--- config.mk ---
export PLATFORM = sky130hd
export DESIGN_NAME = dews_ctrl
export DESIGN_NICKNAME = d
export VERILOG_FILES = /design/src/rtl/core/dews_pkg.sv /design/src/rtl/core/dews_ctrl.sv
export SDC_FILE = /design/constraint.sdc
export NUM_CORES = 1
export LEC_CHECK = 0
export BUFFER_PORTS_ARGS = -buffer_cell sky130_fd_sc_hd__buf_2
export CAP_MARGIN = 20
export CORE_AREA = 2 2 39 41
export CTS_CLUSTER_SIZE = 28
export DETAILED_ROUTE_END_ITERATION = 8
export DIE_AREA = 0 0 41 43
export SLEW_MARGIN = 20
export SYNTH_ARGS = -nofsm -noshare
export SYNTH_HDL_FRONTEND = slang
export SYNTH_SLANG_ARGS = --single-unit
--- constraint.sdc ---
create_clock -name clk -period 1.9 [get_ports clk]
set_input_delay 0.095 -clock clk [delete_from_list [all_inputs] [get_ports clk]]
set_output_delay 0.095 -clock clk [all_outputs]
set_load 0.02 [all_outputs]
--- src/rtl/core/dews_pkg.sv ---
package dews_pkg;

    localparam int NUM_WHEELS = 2;
    localparam int WHEEL_LEFT = 0;
    localparam int WHEEL_RIGHT = 1;

    // Quotient bits produced by the divider, one per cycle
    localparam int QUOT_BITS = 32;
    localparam int COUNT_BITS = $clog2(QUOT_BITS);

    // 2*pi*1e6*2^16 rounded, split at bit 32 for the partial products
    localparam logic [31:0] SPEED_K_LO = 32'd3752939171;
    localparam logic [6:0] SPEED_K_HI = 7'd95;

    // Configuration register indexes
    localparam logic [1:0] CFG_TICKS_PER_REV = 2'd0;
    localparam logic [1:0] CFG_MIN_INTERVAL = 2'd1;
    localparam logic [1:0] CFG_GLITCH_LIMIT = 2'd2;

    typedef enum logic [2:0] {
        ST_IDLE,
        ST_MUL,
        ST_SUM,
        ST_DIV,
        ST_RND,
        ST_FIN
    } dews_state_t;

    typedef struct packed {
        logic load_item;
        logic mul;
        logic sum;
        logic div_step;
        logic rnd;
        logic load_out;
    } dews_cmd_t;

    typedef struct packed {
        logic emit;
        logic out_free;
    } dews_status_t;

endpackage

--- src/rtl/core/dews_ctrl.sv ---
module dews_ctrl
    import dews_pkg::*;
(
    input  logic         clk,
    input  logic         rst_n,
    input  logic         in_valid,
    output logic         in_ready,
    input  dews_status_t status,
    output dews_cmd_t    cmd
);

    dews_state_t state_reg, state_next;
    logic [COUNT_BITS-1:0] count_reg, count_next;

    localparam logic [COUNT_BITS-1:0] COUNT_LAST = COUNT_BITS'(QUOT_BITS - 1);

    always_ff @(posedge clk or negedge rst_n)
    begin
        if (!rst_n)
        begin
            state_reg <= ST_IDLE;
            count_reg <= '0;
        end
        else
        begin
            state_reg <= state_next;
            count_reg <= count_next;
        end
    end

    always_comb
    begin
        state_next = state_reg;
        count_next = count_reg;
        cmd = '0;
        in_ready = 1'b0;
        unique case (state_reg)
            ST_IDLE:
            begin
                in_ready = 1'b1;
                if (in_valid)
                begin
                    cmd.load_item = 1'b1;
                    if (status.emit)
                    begin
                        state_next = ST_MUL;
                    end
                end
            end
            ST_MUL:
            begin
                cmd.mul = 1'b1;
                state_next = ST_SUM;
            end
            ST_SUM:
            begin
                cmd.sum = 1'b1;
                count_next = '0;
                state_next = ST_DIV;
            end
            ST_DIV:
            begin
                cmd.div_step = 1'b1;
                count_next = count_reg + 1'b1;
                if (count_reg == COUNT_LAST)
                begin
                    state_next = ST_RND;
                end
            end
            ST_RND:
            begin
                cmd.rnd = 1'b1;
                state_next = ST_FIN;
            end
            ST_FIN:
            begin
                // hold until the output register can take the word
                if (status.out_free)
                begin
                    cmd.load_out = 1'b1;
                    state_next = ST_IDLE;
                end
            end
            default:
            begin
                state_next = ST_IDLE;
            end
        endcase
    end

    a_load_out_free: assert property (@(posedge clk) disable iff (!rst_n)
        cmd.load_out |-> status.out_free)
        else $error("output loaded while still occupied");

    a_div_count: assert property (@(posedge clk) disable iff (!rst_n)
        (state_reg == ST_DIV && count_reg != COUNT_LAST)
        |=> (state_reg == ST_DIV && count_reg == $past(count_reg) + 1'b1))
        else $error("divider step count broken");

    a_no_emit_idle: assert property (@(posedge clk) disable iff (!rst_n)
        (cmd.load_item && !status.emit) |=> state_reg == ST_IDLE)
        else $error("silent word started a division");

    a_emit_start: assert property (@(posedge clk) disable iff (!rst_n)
        (cmd.load_item && status.emit) |=> state_reg == ST_MUL)
        else $error("emitting word did not start a division");

endmodule

==> results_dict.tcl, run 1 <==
set metrics [dict create \
    grt_pass1_wl_um 1518 \
    synth_top_family_by_area "simple AND/OR/NAND/NOR gates" \
    htree_levels 1 \
    regToRegEndpoint "state_reg[1]" \
    multi_input_area_um2 219.0 \
    drive_gt1_frac 0.2581 \
    relSlewSlack 0.7616 \
    coreArea_um2 1384 \
    avgViaCountPerCell 4.808 \
    start_util 0.3282 \
    ios 12 \
    final_common_cell "buf_2" \
    vdd_ir_drop_max_mv 0.6627 \
    root_buffer "clkbuf_4" \
    fillCellCount 146 \
    cp-end-kind "primary output" \
    die-area_um2 1763 \
    synth_xor_xnor_area_share 0 \
    largest_reg_flops 5 \
    rsz0062_at_grt "no" \
    synth_fa_ha_area_frac 0.05510 \
    slowest_stage "dfrtp_1" \
    cts_resized 0 \
    postSynthCellCount 51 \
    synthMuxAreaShare 0.04683 \
    drt_iter0_drc 1 \
    final_cell_mix "11 x buf_2, 8 x nand2_1, 8 x dfrtp_1" \
    synth_simple_gate_area_share 0.2755 \
    hold_violations 0 \
    fin_ws_ns 0.3639 \
    cpLargestDelayFamily "simple AND/OR/NAND/NOR gates" \
    min_to "state_reg[2]" \
    synth_top_area_share 0.4408 \
    synth-seq-cells 8 \
    avgSynthCellArea_um2 8.906 \
    whs_path_depth 4 \
    first_global_vias 343 \
    total_power_w 0.0007294 \
    crit_arrival_ns 1.44 \
    fin_crit_sh 0.8085 \
    clk_latency_ns 0.26 \
    wl_per_cell_um 10.58 \
    fp-row-count 14 \
    r2r_setup_slack_ns 0.41 \
    ys_warn_count 0 \
    drtAntennaViolNets 0 \
    crit_required_ns 1.80 \
    finalWeightedCongestion 0.7198 \
    synth.yosys.seq_area_share 0.4408 \
    criticalPathCategory "flip-flop to primary output" \
    power_density_nw_per_um2 1359 \
    via_count 375 \
    port_buffers 11 \
    grt_max_degree 12 \
    hp-class "input port to flip-flop" \
    synthFlopType "dfrtp_1" \
    clk_pin_slew_ns 0.05 \
    antenna_found_initial 0 \
    yosysTopAreaCell "dfrtp_1" \
    min_period_ns 1.536 \
    tightest_slew_ns 0.3576 \
    mappedNetlistArea_um2 454.2 \
    dr.pass1.iters 3 \
    n_antenna_cell 0 \
    p_leak_nw 0.2650 \
    clock_sinks 8 \
    drc 0 \
    synth-async-reset-ratio 1.000 \
    outcome "completed" \
    die_y_um 43 \
    fin_setup_tns_ns 0 \
    critPathBufInv 1 \
    hpwl_um 615.8 \
    clockBufferDepth 2 \
    slowest_delay_ns 0.47 \
    cts_tree "built" \
    max_freq_mhz 651.0 \
    timing.rr.start "count_reg[0]" \
    min-delay-start "status[0]" \
    start_kind "flip-flop" \
    numCtsBuffers 3 \
    die_x_um 41 \
    setup_violations 0 \
    post_cts_buffers 0 \
    cp_max_fo 11 \
    crit_chain "nand2b_1, nor2_1, buf_2" \
    synth_compound_area_frac 0.1047 \
    synth-edff-count 0 \
    clock_skew_ns 0.007832 \
    wl_um 825 \
    yosys.cell_types.count 24 \
    gr-total-overflow 0 \
    synth_nets 58 \
    final-seq-area_um2 200.2 \
    max_cap_violations 0 \
    slew_viol_final 0 \
    nNetsFinal 71 \
    r2r_cells 6 \
    dp_slack_ns 0.4089 \
    grtUsageTotal 0.1340 \
    fin_util 0.3879 \
    area_growth_pct 18.18 \
    synthTopCellsByArea "dfrtp_1 44%, nand2_1 6.6%, ha_1 5.5%, and2_1 4.1%, a21oi_1 3.3%" \
]
-- worst max path at each step --
stage | startpoint | end | slack [ns] | cells after the start
after global routing | state_reg[2] | cmd[2] | 0.21 | 3
final | state_reg[2] | cmd[2] | 0.36 | 3
after detailed placement | count_reg[0] | state_reg[1] | 0.41 | 6
after global placement | count_reg[0] | state_reg[1] | 0.41 | 6
after floorplan | state_reg[0] | cmd[5] | 0.45 | 3
after CTS | state_reg[2] | cmd[2] | 0.34 | 3
-- worst reg2reg max path, cell delays in order (launching register included) --
cell and delay, ns:
dfrtp_1 0.39, ha_1 0.24, and3_1 0.19, ha_1 0.16, and2_1 0.17, nand2_1 0.07
nor3b_1 0.17
-- synth_stat cells, types with 2 or more instances --
master	number
a21oi_1	3
dfrtp_1	8
nand2_1	8
nor2_1	3
and2_1	3
o21ai_1	2
nand3_1	3
ha_1	2
nor3_1	3
buf_2	2
-- stage by stage --
stage          cells  area, um^2  hold WS, ns
2_1_floorplan     51       454.2      -0.2006
5_1_grt           78       536.8       0.2079
3_5_place_dp      74       504.2     -0.05046
3_3_place_gp      74       504.2     -0.05396
6_report          78       536.8       0.1718
4_1_cts           78       536.8       0.1639
-- layer usage --
metal / track usage / vias up / share of wire
met3: 0.07853 / 2 / 0.048
li1: - / 196 / -
met5: 0 / - / 0
met2: 0.1625 / 6 / 0.46
met1: 0.1867 / 171 / 0.47
met4: 0.06000 / 0 / 0.018
-- power by group --
group / leakage, nW / internal (W) / total (W) / switching (W)
Clock: 0.0138 / 0.0000724 / 0.000133 / 0.0000602
Combinational: 0.159 / 0.000135 / 0.000281 / 0.000146
Sequential: 0.0921 / 0.000239 / 0.000315 / 0.0000761
Total: 0.265 / 0.000447 / 0.000729 / 0.000283
-- kinds of logic (layout without fill, tap and decap cells) --
group           after synthesis  after routing
mux                           2              2
flops                         8              8
fa+ha+maj                     2              2
compound gates                8              8
buf+inv                       6             17
simple gates                 25             25
-- what timing repair did --
| item | in CTS | in global routing |
|---|---|---|
| hold endpoints to repair | 8 | 0 |
| setup endpoints to repair | 0 | 0 |
| hold buffers | 1 | 0 |
-- cell type report --
| cell class | instances | share of cell area |
|---|---|---|
| clock buffers | 3 | 0.04196 |
| inverters | 2 | 0.01865 |
| multi-input cells | 37 | 0.4079 |
| flip-flops and latches | 8 | 0.3730 |
| well taps | 16 | 0.03730 |
| repair buffers | 12 | 0.1212 |
(Power assumes the default switching activity.)
==> inputs of run 2 (changes only) <==
==> constraint.sdc (replaced) <==
create_clock -name clk -period 1.25 [get_ports clk]
set_input_delay 0.0625 -clock clk [delete_from_list [all_inputs] [get_ports clk]]
set_output_delay 0.0625 -clock clk [all_outputs]
set_load 0.02 [all_outputs]
==> run 2 against run 1 <==
Compared with the run above:
- the run now ends with setup timing left
- worst hold slack worse by 0.031 ns
- flip-flop and latch count unchanged
- clock skew down 0.0041 ns
- sequential power up 46%
- utilization up 13 points
- worst setup slack worse by 0.42 ns
- non-clock buffer count up 11
- design area up 33%
- first-iteration DRC count rose to 7.0 times the previous value
- critical path type is now flip-flop to flip-flop
- critical endpoint is now state_reg[1]
==> results_dict.tcl, run 2 (synthesis results as in run 1) <==
set metrics [dict create \
    hpwl_um 719.5 \
    wl_um 1112 \
    cts_tree "built" \
    grt-busiest-layer "met2" \
    clk_latency_ns 0.26 \
    final-seq-area_um2 200.2 \
    regToRegEndpoint "state_reg[1]" \
    cp-end-kind "flip-flop" \
    min_period_ns 1.304 \
    grt_use_met3 0.05236 \
    fp-row-count 14 \
    crit_chain "ha_2, and3_4, ha_4, and2_4, nand2_2, nor3b_2" \
    rsz0062_at_grt "yes" \
    hp-class "input port to flip-flop" \
    first_global_vias 452 \
    avgViaCountPerCell 5.000 \
    clock_sinks 8 \
    p_leak_nw 0.3330 \
    min-delay-start "status[0]" \
    fin_ws_ns -0.05407 \
    r2r_setup_slack_ns -0.05 \
    min_to "state_reg[2]" \
    relSlewSlack 0.8539 \
    drive_gt1_frac 0.5205 \
    final_common_cell "buf_4" \
    use_met2 0.2344 \
    whs_path_depth 4 \
    grt_max_degree 11 \
    dpl.cell_count 81 \
    final_cell_mix "10 x buf_4, 8 x dfrtp_1, 7 x nand2_1, 7 x buf_2, 5 x buf_6" \
    area_growth_pct 56.75 \
    cp_max_fo 2 \
    r2r_cells 6 \
    clk_pin_slew_ns 0.06 \
    hold_violations 0 \
    largest_reg_flops 5 \
    outcome "complete, but fails checks" \
    power_density_nw_per_um2 2055 \
    timing.rr.start "count_reg[1]" \
    coreArea_um2 1384 \
    fillCellCount 131 \
    setup_violations 4 \
    numCtsBuffers 3 \
    grt_pass1_wl_um 1876 \
    port_buffers 11 \
    drt_iter0_drc 7 \
    drc 0 \
    dp_slack_ns -0.04982 \
    die-area_um2 1763 \
    stdcell_count 89 \
    die_x_um 41 \
    finalWeightedCongestion 0.7254 \
    total_power_w 0.001463 \
    crit_required_ns 1.43 \
    vdd_ir_drop_max_mv 1.122 \
    ios 12 \
    start_util 0.3282 \
    drtAntennaViolNets 0 \
    criticalPathCategory "flip-flop to flip-flop" \
    clock_skew_ns 0.003699 \
    htree_levels 1 \
    grtUsageTotal 0.1672 \
    antenna_found_initial 0 \
    die_y_um 43 \
    multi_input_area_um2 282.8 \
    wl_per_cell_um 12.49 \
    crit_arrival_ns 1.48 \
    tightest_slew_ns 0.2185 \
    clockBufferDepth 2 \
    startpoint "count_reg[1]" \
    fin_crit_sh 1.043 \
    start_kind "flip-flop" \
    use_met1 0.1954 \
    dr.pass1.iters 3 \
    gr-total-overflow 0 \
    nNetsFinal 82 \
    max_cap_violations 0 \
    n_antenna_cell 0 \
    max_freq_mhz 766.8 \
    hold_slack_ns 0.1410 \
    slowest_delay_ns 0.38 \
    violations "setup timing" \
    root_buffer "clkbuf_4" \
    via_count 445 \
    slew_viol_final 0 \
    slowest_stage "dfrtp_1" \
]
==> run 2: where the power goes <==
part | internal, W | switching, W | total, W
Combinational | 0.000426 | 0.000369 | 0.000795
Sequential | 0.000364 | 0.0000971 | 0.000461
Clock | 0.000111 | 0.0000968 | 0.000207
==> run 2: per-stage QoR <==
stage               cell area (um^2)    util   TNS [ns]
floorplan                      489.2       -   -0.01720
global placement               591.8  0.4277  -0.004072
detailed placement             591.8  0.4277   -0.04983
CTS                            709.4  0.5127   -0.08839
global route                   711.9  0.5145    -0.4958
finish                         711.9  0.5145    -0.1053
==> run 2: worst max-delay path: cells and delay by family (launching register included) <==
kind / cells / cell delay (ns)
flops: 1 / 0.38
simple gates: 4 / 0.50
fa+ha+maj: 2 / 0.33
==> run 2: how the worst max path moves through the flow <==
stage	to	slack [ns]	cells past startpoint
global route	state_reg[1]	-0.1	6
global placement	state_reg[1]	-0.004	6
detailed placement	state_reg[1]	-0.05	6
CTS	cmd[5]	-0.04	4
finish	state_reg[1]	-0.05	6
floorplan	state_reg[1]	-0.02	6
==> run 2: area by class of cell <==
type                       count  share of cell area
tap                           16             0.02812
inverter                       2             0.01406
clock buffer                   3             0.03163
multi-input combinational     37              0.3972
timing repair buffer          23              0.2478
sequential                     8              0.2812
==> run 2: layer usage <==
metal	part of all wire	vias to the layer above
li1	-	220
met1	0.40	216
met2	0.56	5
met3	0.013	4
met4	0.022	0
met5	0	-
==> run 2: repair_timing <==
item	CTS	global route
hold buffers	1	0
resized for setup	14	2
setup endpoints to repair	7	12
pin swaps	3	3
hold endpoints to repair	8	0
buffers inserted	5	0
==> inputs of run 3 (changes only) <==
--- a/config.mk
+++ b/config.mk
@@ -7,10 +7,13 @@
 export LEC_CHECK = 0
 export BUFFER_PORTS_ARGS = -buffer_cell sky130_fd_sc_hd__buf_2
 export CAP_MARGIN = 20
-export CORE_AREA = 2 2 39 41
+export CELL_PAD_IN_SITES_DETAIL_PLACEMENT = 2
+export CELL_PAD_IN_SITES_GLOBAL_PLACEMENT = 2
+export CORE_UTILIZATION = 25
 export CTS_CLUSTER_SIZE = 28
 export DETAILED_ROUTE_END_ITERATION = 8
-export DIE_AREA = 0 0 41 43
+export GPL_TIMING_DRIVEN = 0
+export PLACE_DENSITY_LB_ADDON = 0.1
 export SLEW_MARGIN = 20
 export SYNTH_ARGS = -nofsm -noshare
 export SYNTH_HDL_FRONTEND = slang
==> run 3 against run 2 <==
Compared with the run above:
- largest power group unchanged
- global-route usage grew 1.3 points
- critical path depth shrank 2
- sequential share of layout area shrank 2.1 points
- largest cell class unchanged
- wire length grew 33%
- highest routed layer unchanged
- combinational power grew 12%
- the run still ends with setup timing left
- clock skew shrank 0.0016 ns
- cell count grew 12%
- register-to-register slack is essentially flat
- clock power grew 3%
==> results_dict.tcl, run 3 (synthesis results as in run 1) <==
set metrics [dict create \
    crit_required_ns 1.19 \
    final-seq-area_um2 200.2 \
    min_to "state_reg[2]" \
    n_antenna_cell 0 \
    clk_pin_slew_ns 0.06 \
    first_global_vias 480 \
    numCtsBuffers 3 \
    regToRegEndpoint "state_reg[1]" \
    multi_input_area_um2 300.3 \
    clock_skew_ns 0.002131 \
    violations "setup timing" \
    start_kind "flip-flop" \
    wl_per_cell_um 14.84 \
    slew_viol_final 0 \
    antenna_found_initial 0 \
    htree_levels 1 \
    min_period_ns 1.303 \
    total_power_w 0.001553 \
    clock_sinks 8 \
    clk_latency_ns 0.26 \
    hold_violations 0 \
    max_freq_mhz 767.3 \
    p_leak_nw 0.3475 \
    relSlewSlack 0.8570 \
    cp-end-kind "primary output" \
    avgViaCountPerCell 4.630 \
    fin_ws_ns -0.05328 \
    dp_slack_ns -0.09764 \
    rsz0062_at_grt "yes" \
    r2r_setup_slack_ns -0.05 \
    final_cell_mix "12 x buf_4, 8 x dfrtp_1, 6 x buf_6, 6 x nand2_1, 5 x buf_2" \
    dpl.cell_count 87 \
    cts_tree "built" \
    finalWeightedCongestion 0.6439 \
    nNetsFinal 84 \
    final_common_cell "buf_4" \
    r2r_cells 6 \
    stdcell_count 100 \
    drt_iter0_drc 5 \
    via_count 463 \
    criticalPathCategory "flip-flop to primary output" \
    setup_violations 4 \
    start_util 0.2659 \
    cp_max_fo 6 \
    die_x_um 44.63 \
    max_cap_violations 0 \
    fp-row-count 15 \
    fin_crit_sh 1.043 \
    grt_max_degree 11 \
    min-delay-start "status[0]" \
    grtUsageTotal 0.1799 \
    ios 12 \
    tightest_slew_ns 0.2138 \
    timing.rr.start "count_reg[1]" \
    port_buffers 11 \
    wl_um 1484 \
    whs_path_depth 4 \
    area_growth_pct 69.70 \
    dr.pass1.iters 2 \
    fillCellCount 189 \
    hpwl_um 848.9 \
    vdd_ir_drop_max_mv 0.9158 \
    hold_slack_ns 0.1304 \
    power_density_nw_per_um2 2015 \
    root_buffer "clkbuf_4" \
    drtAntennaViolNets 0 \
    largest_reg_flops 5 \
    clockBufferDepth 2 \
    gr-total-overflow 0 \
    drc 0 \
    outcome "complete, but fails checks" \
    die-area_um2 1991 \
    die_y_um 44.63 \
    coreArea_um2 1708 \
    hp-class "input port to flip-flop" \
    crit_arrival_ns 1.24 \
    drive_gt1_frac 0.5867 \
    grt_pass1_wl_um 2346 \
]
-- run 3: cell types whose count changed in the layout (fill, tap and decap cells not counted), sizes merged --
cell,change
clkbuf,+1
buf,+1
-- run 3: worst max path at each step --
stage                             from            to
after detailed placement  count_reg[0]  state_reg[1]
final                     state_reg[0]        cmd[1]
after global placement    count_reg[0]  state_reg[1]
after CTS                 count_reg[0]  state_reg[1]
after global routing      count_reg[1]  state_reg[1]
after floorplan           count_reg[0]  state_reg[1]
-- run 3: worst max-delay path: stages, from the launching register on --
cell     delay [ns]
dfrtp_1        0.37
buf_6          0.14
nor2_2         0.16
and2_1         0.16
buf_4          0.14
-- run 3: routing by layer --
layer | wire (um) | GRT usage | vias to the layer above
met5 | 0 | 0 | -
met1 | 651 | 0.2231 | 227
met2 | 734 | 0.2588 | 10
li1 | - | - | 222
met3 | 41 | 0.03673 | 4
met4 | 57 | 0.1636 | 0
-- run 3: layout make-up --
class,instances,share of cell area
sequential,8,0.2597
multi-input combinational,37,0.3896
tap,25,0.04058
clock buffer,3,0.02922
inverter,2,0.01299
buffer,4,0.06169
timing repair buffer,21,0.2062
-- run 3: timing repair --
action                     4_1_cts  5_1_grt
pin swaps                        3        0
hold endpoints to repair         8        0
resized for setup               22        6
hold buffers                     1        0
buffers inserted                 7        2
setup endpoints to repair       12       13
gates cloned                     0        0
-- run 3: per-stage QoR --
step | cell area (um^2) | setup TNS (ns) | utilization
after floorplan | 489.2 | -0.01720 | -
after global placement | 575.6 | -0.1726 | 0.3370
after detailed placement | 575.6 | -0.2076 | 0.3370
after CTS | 730.7 | -0.1140 | 0.4278
after global routing | 770.7 | -0.5479 | 0.4513
final | 770.7 | -0.1478 | 0.4513
-- run 3: report_power, final --
part	switching, W	total [W]	internal, W
clock	0.000102	0.000213	0.000111
sequential	0.0000888	0.000453	0.000364
combinational	0.000413	0.000887	0.000474
